**config.mk**
```make
export PLATFORM = sky130hd
export DESIGN_NAME = fifo_id_allocator_unit_flat
export DESIGN_NICKNAME = d
export VERILOG_FILES = /design/src/rtl/fia_pkg.sv /design/src/rtl/fia_if.sv /design/src/rtl/fia_ctrl.sv /design/src/rtl/fia_datapath.sv /design/src/rtl/fifo_id_allocator_unit.sv /design/src/flat_wrapper.sv
export SDC_FILE = /design/constraint.sdc
export NUM_CORES = 2
export LEC_CHECK = 0
export BUFFER_PORTS_ARGS = -buffer_cell sky130_fd_sc_hd__buf_4
export CAP_MARGIN = 25
export CORE_ASPECT_RATIO = 1.5
export CORE_UTILIZATION = 57
export CTS_CLUSTER_SIZE = 12
export DETAILED_ROUTE_END_ITERATION = 10
export PLACE_DENSITY = 0.76
export SKIP_CTS_REPAIR_TIMING = 1
export SYNTH_ARGS = -nofsm -noshare
export SYNTH_HDL_FRONTEND = slang
export SYNTH_HIERARCHICAL = 1
export SYNTH_SLANG_ARGS = --single-unit
```
**constraint.sdc**
```tcl
create_clock -name clk -period 3.75 [get_ports clk]
set_clock_uncertainty 0.05 [all_clocks]
set_input_delay 0.1875 -clock clk [delete_from_list [all_inputs] [get_ports clk]]
set_output_delay 0.1875 -clock clk [all_outputs]
set_load 0.1 [all_outputs]
```
**src/rtl/fia_pkg.sv**
```systemverilog
// Shared types and constants for the FIFO identifier allocator.
package fia_pkg;

	localparam int DEF_ID_WIDTH     = 16;
	localparam int DEF_RETURN_DEPTH = 256;
	localparam int BATCH_STEP       = 100;

	localparam logic KIND_REQUEST = 1'b0;
	localparam logic KIND_RETURN  = 1'b1;

	typedef enum logic [1:0] {
		ST_OK        = 2'd0,
		ST_EXHAUSTED = 2'd1,
		ST_DROPPED   = 2'd2
	} status_t;

	typedef struct packed {
		logic    load;
		logic    push;
		logic    pop;
		logic    fresh;
		logic    extend;
		status_t code;
	} cmd_t;

	typedef struct packed {
		logic queue_full;
		logic queue_empty;
		logic fresh_avail;
		logic can_extend;
	} stat_t;

endpackage

```
**src/rtl/fia_if.sv**
```systemverilog
// Request and response channel interfaces of the identifier allocator.
interface fia_req_if #(
	parameter int ID_WIDTH = fia_pkg::DEF_ID_WIDTH
);
	logic                valid;
	logic                ready;
	logic                kind;
	logic [ID_WIDTH-1:0] id_in;

	modport source (output valid, output kind, output id_in, input ready);
	modport sink (input valid, input kind, input id_in, output ready);
endinterface

interface fia_rsp_if #(
	parameter int ID_WIDTH = fia_pkg::DEF_ID_WIDTH
);
	logic                valid;
	logic                ready;
	logic [ID_WIDTH-1:0] id_out;
	logic [ID_WIDTH-1:0] max_id;
	logic [1:0]          status;

	modport source (output valid, output id_out, output max_id, output status, input ready);
	modport sink (input valid, input id_out, input max_id, input status, output ready);
endinterface

```
**src/rtl/fia_ctrl.sv**
```systemverilog
// Allocator controller: handshake sequencing and operation decode.
module fia_ctrl (
	input  logic          clk,
	input  logic          arst_n,
	input  logic          in_valid,
	input  logic          kind,
	input  logic          out_ready,
	input  fia_pkg::stat_t stat,
	output logic          in_ready,
	output logic          out_valid,
	output fia_pkg::cmd_t cmd
);
	import fia_pkg::*;

	typedef enum logic {
		S_IDLE,
		S_BUSY
	} state_t;

	state_t state_q;
	logic   in_ready_q;
	logic   out_valid_q;
	logic   accept;

	assign accept    = in_valid && in_ready_q;
	assign in_ready  = in_ready_q;
	assign out_valid = out_valid_q;

	always_ff @(posedge clk or negedge arst_n) begin
		if (!arst_n) begin
			state_q     <= S_IDLE;
			in_ready_q  <= 1'b1;
			out_valid_q <= 1'b0;
		end else begin
			unique case (state_q)
				S_IDLE: begin
					if (in_valid) begin
						state_q     <= S_BUSY;
						in_ready_q  <= 1'b0;
						out_valid_q <= 1'b1;
					end
				end
				S_BUSY: begin
					if (out_ready) begin
						state_q     <= S_IDLE;
						in_ready_q  <= 1'b1;
						out_valid_q <= 1'b0;
					end
				end
				default: begin
					state_q     <= S_IDLE;
					in_ready_q  <= 1'b1;
					out_valid_q <= 1'b0;
				end
			endcase
		end
	end

	always_comb begin
		cmd      = '0;
		cmd.code = ST_OK;
		cmd.load = accept;
		if (accept) begin
			if (kind == KIND_RETURN) begin
				if (stat.queue_full) begin
					cmd.code = ST_DROPPED;
				end else begin
					cmd.push = 1'b1;
				end
			end else begin
				priority if (stat.fresh_avail) begin
					cmd.fresh = 1'b1;
				end else if (!stat.queue_empty) begin
					cmd.pop = 1'b1;
				end else if (stat.can_extend) begin
					cmd.extend = 1'b1;
				end else begin
					cmd.code = ST_EXHAUSTED;
				end
			end
		end
	end
endmodule

```
**src/rtl/fia_datapath.sv**
```systemverilog
// Allocator datapath: fresh counter, batch end, return queue and result registers.
module fia_datapath #(
	parameter int ID_WIDTH     = fia_pkg::DEF_ID_WIDTH,
	parameter int RETURN_DEPTH = fia_pkg::DEF_RETURN_DEPTH
) (
	input  logic                clk,
	input  logic                arst_n,
	input  fia_pkg::cmd_t       cmd,
	input  logic [ID_WIDTH-1:0] id_in,
	output fia_pkg::stat_t      stat,
	output logic [ID_WIDTH-1:0] id_out,
	output logic [ID_WIDTH-1:0] max_id,
	output logic [1:0]          status
);
	import fia_pkg::*;

	localparam int IDX_W = $clog2(RETURN_DEPTH);
	localparam int CNT_W = $clog2(RETURN_DEPTH + 1);

	logic [ID_WIDTH-1:0] fresh_q;
	logic [ID_WIDTH-1:0] batch_q;
	logic [IDX_W-1:0]    head_q;
	logic [IDX_W-1:0]    tail_q;
	logic [CNT_W-1:0]    count_q;
	logic [ID_WIDTH-1:0] mem [RETURN_DEPTH];
	logic [ID_WIDTH-1:0] id_out_q;
	status_t             status_q;
	logic [ID_WIDTH:0]   batch_sum;

	assign batch_sum = {1'b0, batch_q} + (ID_WIDTH+1)'(BATCH_STEP);

	assign stat.queue_full  = (count_q == CNT_W'(RETURN_DEPTH));
	assign stat.queue_empty = (count_q == '0);
	assign stat.fresh_avail = (fresh_q <= batch_q);
	assign stat.can_extend  = !batch_sum[ID_WIDTH];

	function automatic logic [IDX_W-1:0] next_slot(input logic [IDX_W-1:0] slot);
		return (slot == IDX_W'(RETURN_DEPTH - 1)) ? '0 : slot + 1'b1;
	endfunction

	always_ff @(posedge clk or negedge arst_n) begin
		if (!arst_n) begin
			fresh_q <= '0;
			batch_q <= ID_WIDTH'(BATCH_STEP);
			head_q  <= '0;
			tail_q  <= '0;
			count_q <= '0;
		end else begin
			if (cmd.fresh || cmd.extend) begin
				fresh_q <= fresh_q + 1'b1;
			end
			if (cmd.extend) begin
				batch_q <= batch_sum[ID_WIDTH-1:0];
			end
			if (cmd.push) begin
				tail_q  <= next_slot(tail_q);
				count_q <= count_q + 1'b1;
			end
			if (cmd.pop) begin
				head_q  <= next_slot(head_q);
				count_q <= count_q - 1'b1;
			end
		end
	end

	always_ff @(posedge clk) begin
		if (cmd.push) begin
			mem[tail_q] <= id_in;
		end
		if (cmd.pop) begin
			id_out_q <= mem[head_q];
		end else if (cmd.load) begin
			id_out_q <= (cmd.fresh || cmd.extend) ? fresh_q : '0;
		end
		if (cmd.load) begin
			status_q <= cmd.code;
		end
	end

	assign id_out = id_out_q;
	assign max_id = batch_q;
	assign status = status_q;
endmodule

```
**src/rtl/fifo_id_allocator_unit.sv**
```systemverilog
// Top level of the FIFO identifier allocator.
//
//   channel | modport | payload                 | item
//   req     | sink    | kind, id_in             | one request or return
//   rsp     | source  | id_out, max_id, status  | one result per req item
//
// An item is accepted, its result is shown in the next cycle from the output
// registers, and the next item is accepted in the cycle after the result is
// taken. The single-item controller takes no new item while a result is
// pending, so items never overlap.
// Reset starts the fresh batch at 0..100 with an empty queue; no clearing pass.
// A stall on rsp holds the result and keeps req not ready.
module fifo_id_allocator_unit #(
	parameter int ID_WIDTH     = fia_pkg::DEF_ID_WIDTH,
	parameter int RETURN_DEPTH = fia_pkg::DEF_RETURN_DEPTH
) (
	input logic       clk,
	input logic       arst_n,
	fia_req_if.sink   req,
	fia_rsp_if.source rsp
);
	import fia_pkg::*;

	cmd_t  cmd;
	stat_t stat;

	fia_ctrl u_ctrl (
		.clk       (clk),
		.arst_n    (arst_n),
		.in_valid  (req.valid),
		.kind      (req.kind),
		.out_ready (rsp.ready),
		.stat      (stat),
		.in_ready  (req.ready),
		.out_valid (rsp.valid),
		.cmd       (cmd)
	);

	fia_datapath #(
		.ID_WIDTH     (ID_WIDTH),
		.RETURN_DEPTH (RETURN_DEPTH)
	) u_datapath (
		.clk    (clk),
		.arst_n (arst_n),
		.cmd    (cmd),
		.id_in  (req.id_in),
		.stat   (stat),
		.id_out (rsp.id_out),
		.max_id (rsp.max_id),
		.status (rsp.status)
	);
endmodule

```
**src/flat_wrapper.sv**
```systemverilog
// flat-port wrapper written by rule: the top's interface ports become plain ports
module fifo_id_allocator_unit_flat import fia_pkg::*;
#(
	parameter int ID_WIDTH     = fia_pkg::DEF_ID_WIDTH,
	parameter int RETURN_DEPTH = fia_pkg::DEF_RETURN_DEPTH
)
  (clk, arst_n, req_valid, req_kind, req_id_in, req_ready, rsp_valid, rsp_id_out, rsp_max_id, rsp_status, rsp_ready);
  fia_req_if #(.ID_WIDTH(ID_WIDTH)) req_i ();
  fia_rsp_if #(.ID_WIDTH(ID_WIDTH)) rsp_i ();
  input logic clk;
  input logic arst_n;
  input wire logic [$bits(req_i.valid)-1:0] req_valid;
  input wire logic [$bits(req_i.kind)-1:0] req_kind;
  input wire logic [$bits(req_i.id_in)-1:0] req_id_in;
  output wire logic [$bits(req_i.ready)-1:0] req_ready;
  output wire logic [$bits(rsp_i.valid)-1:0] rsp_valid;
  output wire logic [$bits(rsp_i.id_out)-1:0] rsp_id_out;
  output wire logic [$bits(rsp_i.max_id)-1:0] rsp_max_id;
  output wire logic [$bits(rsp_i.status)-1:0] rsp_status;
  input wire logic [$bits(rsp_i.ready)-1:0] rsp_ready;
  assign req_i.valid = req_valid;
  assign req_i.kind = req_kind;
  assign req_i.id_in = req_id_in;
  assign req_ready = req_i.ready;
  assign rsp_valid = rsp_i.valid;
  assign rsp_id_out = rsp_i.id_out;
  assign rsp_max_id = rsp_i.max_id;
  assign rsp_status = rsp_i.status;
  assign rsp_i.ready = rsp_ready;
  fifo_id_allocator_unit #(.ID_WIDTH(ID_WIDTH), .RETURN_DEPTH(RETURN_DEPTH)) u_core (.clk(clk), .arst_n(arst_n), .req(req_i), .rsp(rsp_i));
endmodule
```
==> metrics.csv <==
metric,value,unit
drt wl/cell,38.42,um
CP endpoint kind,flip-flop,
Clock transition at path regs,0.06,ns
Multi-input gate area,0.03489,mm^2
Final setup viols,25,
leakage,60.97,nW
largest net degree at the start of global routing,121,
Sequential Power Share,57.7,%
post-synthesis sequential area ratio,77.07,%
Worst-Margin Slew,1.234,ns
worst setup margin,-0.3184,ns
CTS buffer count,395,
DRT Pass-1 Iters,11,
row count,239,
CP Class,flip-flop to flip-flop,
"flops & latches, synth",4172,
unrepaired setup endpoints after global routing,yes,
Peak Freq,245.8,MHz
total core area,0.2826,mm^2
dpl hpwl,293.7,mm
Die Area,0.2867,mm^2
"most common cell after layout, fill and taps aside",edfxtp_1,
Clock Sinks,4172,
GRT Overall Usage,33.05,%
Die W,437.5,um
Final Hold Slack,-0.09054,ns
synth unique cells,87,
hold path depth,1,
R2R depth,16,
Synth area leaders,"edfxtp_1 76%, mux4_2 12%, mux2i_1 2.2%, mux4_1 0.96%, dfrtp_1 0.83%",
Sw Pwr,0.01810,W
clock root cell,clkbuf_16,
Sw Ratio,20.23,%
ANT nets after route,0,
Initial DRC Count,12390,
max cap viols,0,
Initial Util,57.39,%
vias in the first global route,87100,
Worst Setup Start Kind,flip-flop,
Power Total,0.08947,W
# H-tree levels,5,
Clock Tree Buf Depth,4,
DRC,15,
syn_area_per_cell,21.45,um^2
design area,0.1855,mm^2
GR Overflow Total,0,
worst hold path class,primary input to flip-flop,
Logic pwr share,2.6,%
final net count,8638,
share of cells above drive strength 1,29.42,%
Post-synth top flop,edfxtp_1,
Final Max Slew Viols,0,
Final min period,4.068,ns
initial antenna violation count,22,
Die Y,655.3,um
period utilization,108.5,%
Post-synth EDFFs,4114,
top cell type by total area after synthesis,edfxtp_1,
slew margin rel.,16.86,%
Final Hold Fails,29,
first-pass GRT wire length,657.8,mm
Int Power,0.07137,W
number of fill cells,17260,
Placement Cell Area,0.1736,mm^2
Via Count,86980,
Synth top area share,76.17,%
failing checks,"design-rule violations, negative hold slack, negative setup slack",
Area Overhead vs Synth,14.40,%
most frequent cells in the layout,"4,114 x edfxtp_1, 876 x buf_4, 861 x mux4_2, 411 x clkbuf_16, 362 x mux2i_1",
Synth Cell Area,0.1622,mm^2
Worst Path Arrival,4.68,ns
flop2flop setup slack,-0.32,ns
clock share of power,39.8,%
ys async rst share,1.390,%
vias per cell,7.000,
Top Ports,57,
status,finished with violations,
CTS tree,built,
Syn. warnings,6,
worst-case vdd ir drop,0.3642,mV
Clock Latency Late Sink,0.93,ns
register area,0.1250,mm^2
port buffer count,54,
CP Max Fanout,44,
worst path required time,4.36,ns
total routed wirelength,477.4,mm
Cells after Synth,7560,
pwr/cell area,482.3,mW/mm^2
routability congestion estimate,0.9664,
-- final cells by class --
cell class              instances  area share, %
flip-flops and latches       4172          67.39
diodes                         16        0.02158
well taps                    3735          2.519
clock inverters                20         0.1322
inverters                      26        0.05800
multi-input cells            2921          18.80
repair buffers               1071          5.448
clock buffers                 465          5.623
-- final timing paths --
kind                                                          from                                 endpoint
setup reg to reg           u_core/u_datapath/max_id[3]$_DFFE_PN0P_    u_core/u_datapath/id_out[6]$_DFFE_PP_
hold / removal                                       req_id_in[13]  u_core/u_datapath/mem[94][13]$_DFFE_PP_
max in group asynchronous                                   arst_n  u_core/u_datapath/head_q[0]$_DFFE_PN0P_
setup / recovery           u_core/u_datapath/max_id[3]$_DFFE_PN0P_    u_core/u_datapath/id_out[6]$_DFFE_PP_
min in group asynchronous                                   arst_n       u_core/u_ctrl/in_ready$_DFFE_PN1P_
hold reg to reg            u_core/u_datapath/max_id[6]$_DFFE_PN1P_  u_core/u_datapath/max_id[6]$_DFFE_PN1P_
-- cell usage after synthesis, drive strengths merged (29+ instances only) --
library cell  instances
nand2               229
nor3                 39
clkbuf              130
o22ai                60
mux4                918
o221ai               38
o21ai               104
xnor2                36
nor2b                33
a21oi               169
a221oi               61
ha                   29
mux2i               364
a211oi               57
dfrtp                54
buf                 309
nand3                57
edfxtp             4114
nor2                323
a22oi               139
-- per-stage QoR --
stage               std cells  utilization (%)  TNS (ns)  setup WS [ns]  hold slack [ns]
finish                  12430            65.66    -1.303        -0.3184         -0.09054
global route            12410            65.64    -1.843        -0.3644         -0.03467
CTS                     12350            65.20    -3.541        -0.5920          -0.6765
detailed placement      11860            61.42    -2.686        -0.5867           0.2929
global placement        11840            61.30    -2.967        -0.6056           0.2740
floorplan                7561                -   -0.1610       -0.08076          -0.1581
-- critical path, cell delays in order (launching register included) --
cell	delay (ns)
dfrtp_4	0.40
inv_1	0.05
ha_1	0.28
nor2b_1	0.13
o21a_1	0.12
o21a_1	0.10
o21ai_0	0.06
nand2b_1	0.09
a21oi_2	0.06
nor3_1	0.18
o31ai_2	0.10
nand4bb_4	0.21
nor2_4	0.20
buf_4	0.52
nand4_1	0.61
a31oi_4	0.45
a31oi_1	0.12
-- per-layer routing --
metal / GRT usage [%] / wire (um) / vias to the layer above
met1: 38.91 / 148300 / 44940
met3: 6.366 / 50690 / 1608
met5: 0.2207 / 105 / -
li1: - / - / 33550
met2: 53.72 / 233700 / 6862
met4: 25.89 / 44590 / 18
-- state kept, by name, indices dropped and copies added (netlist names) --
signal / cells
u_core/u_datapath/mem: 4096
u_core/u_datapath/fresh_q: 16
u_core/u_datapath/id_out: 16
u_core/u_datapath/max_id: 14
u_core/u_datapath/count_q: 9
u_core/u_datapath/head_q: 8
u_core/u_datapath/tail_q: 8
u_core/u_datapath/status: 2
u_core/u_ctrl/in_ready: 1
u_core/u_ctrl/out_valid: 1
u_core/u_ctrl/state_q: 1
-- power by group through the flow --
stage / combinational (W) / sequential, W / clock (W)
2_1_floorplan: 0.000581 / 0.0526 / 0
3_3_place_gp: 0.00211 / 0.0525 / 0
3_5_place_dp: 0.00219 / 0.0525 / 0
4_1_cts: 0.00220 / 0.0516 / 0.0357
5_1_grt: 0.00236 / 0.0516 / 0.0372
6_report: 0.00232 / 0.0516 / 0.0356
-- cells by family (layout without fill, tap and decap cells) --
family	Yosys count	count (layout)	share of synthesized area, %
fa+ha+maj	30	30	0.2361
buf+inv	468	1582	1.865
other cells	1	18	0.002312
compound gates	756	756	3.172
simple gates	784	784	2.130
flops	4172	4172	77.07
mux	1302	1302	15.27
xor+xnor	47	47	0.2538
(Power assumes the default switching activity.)
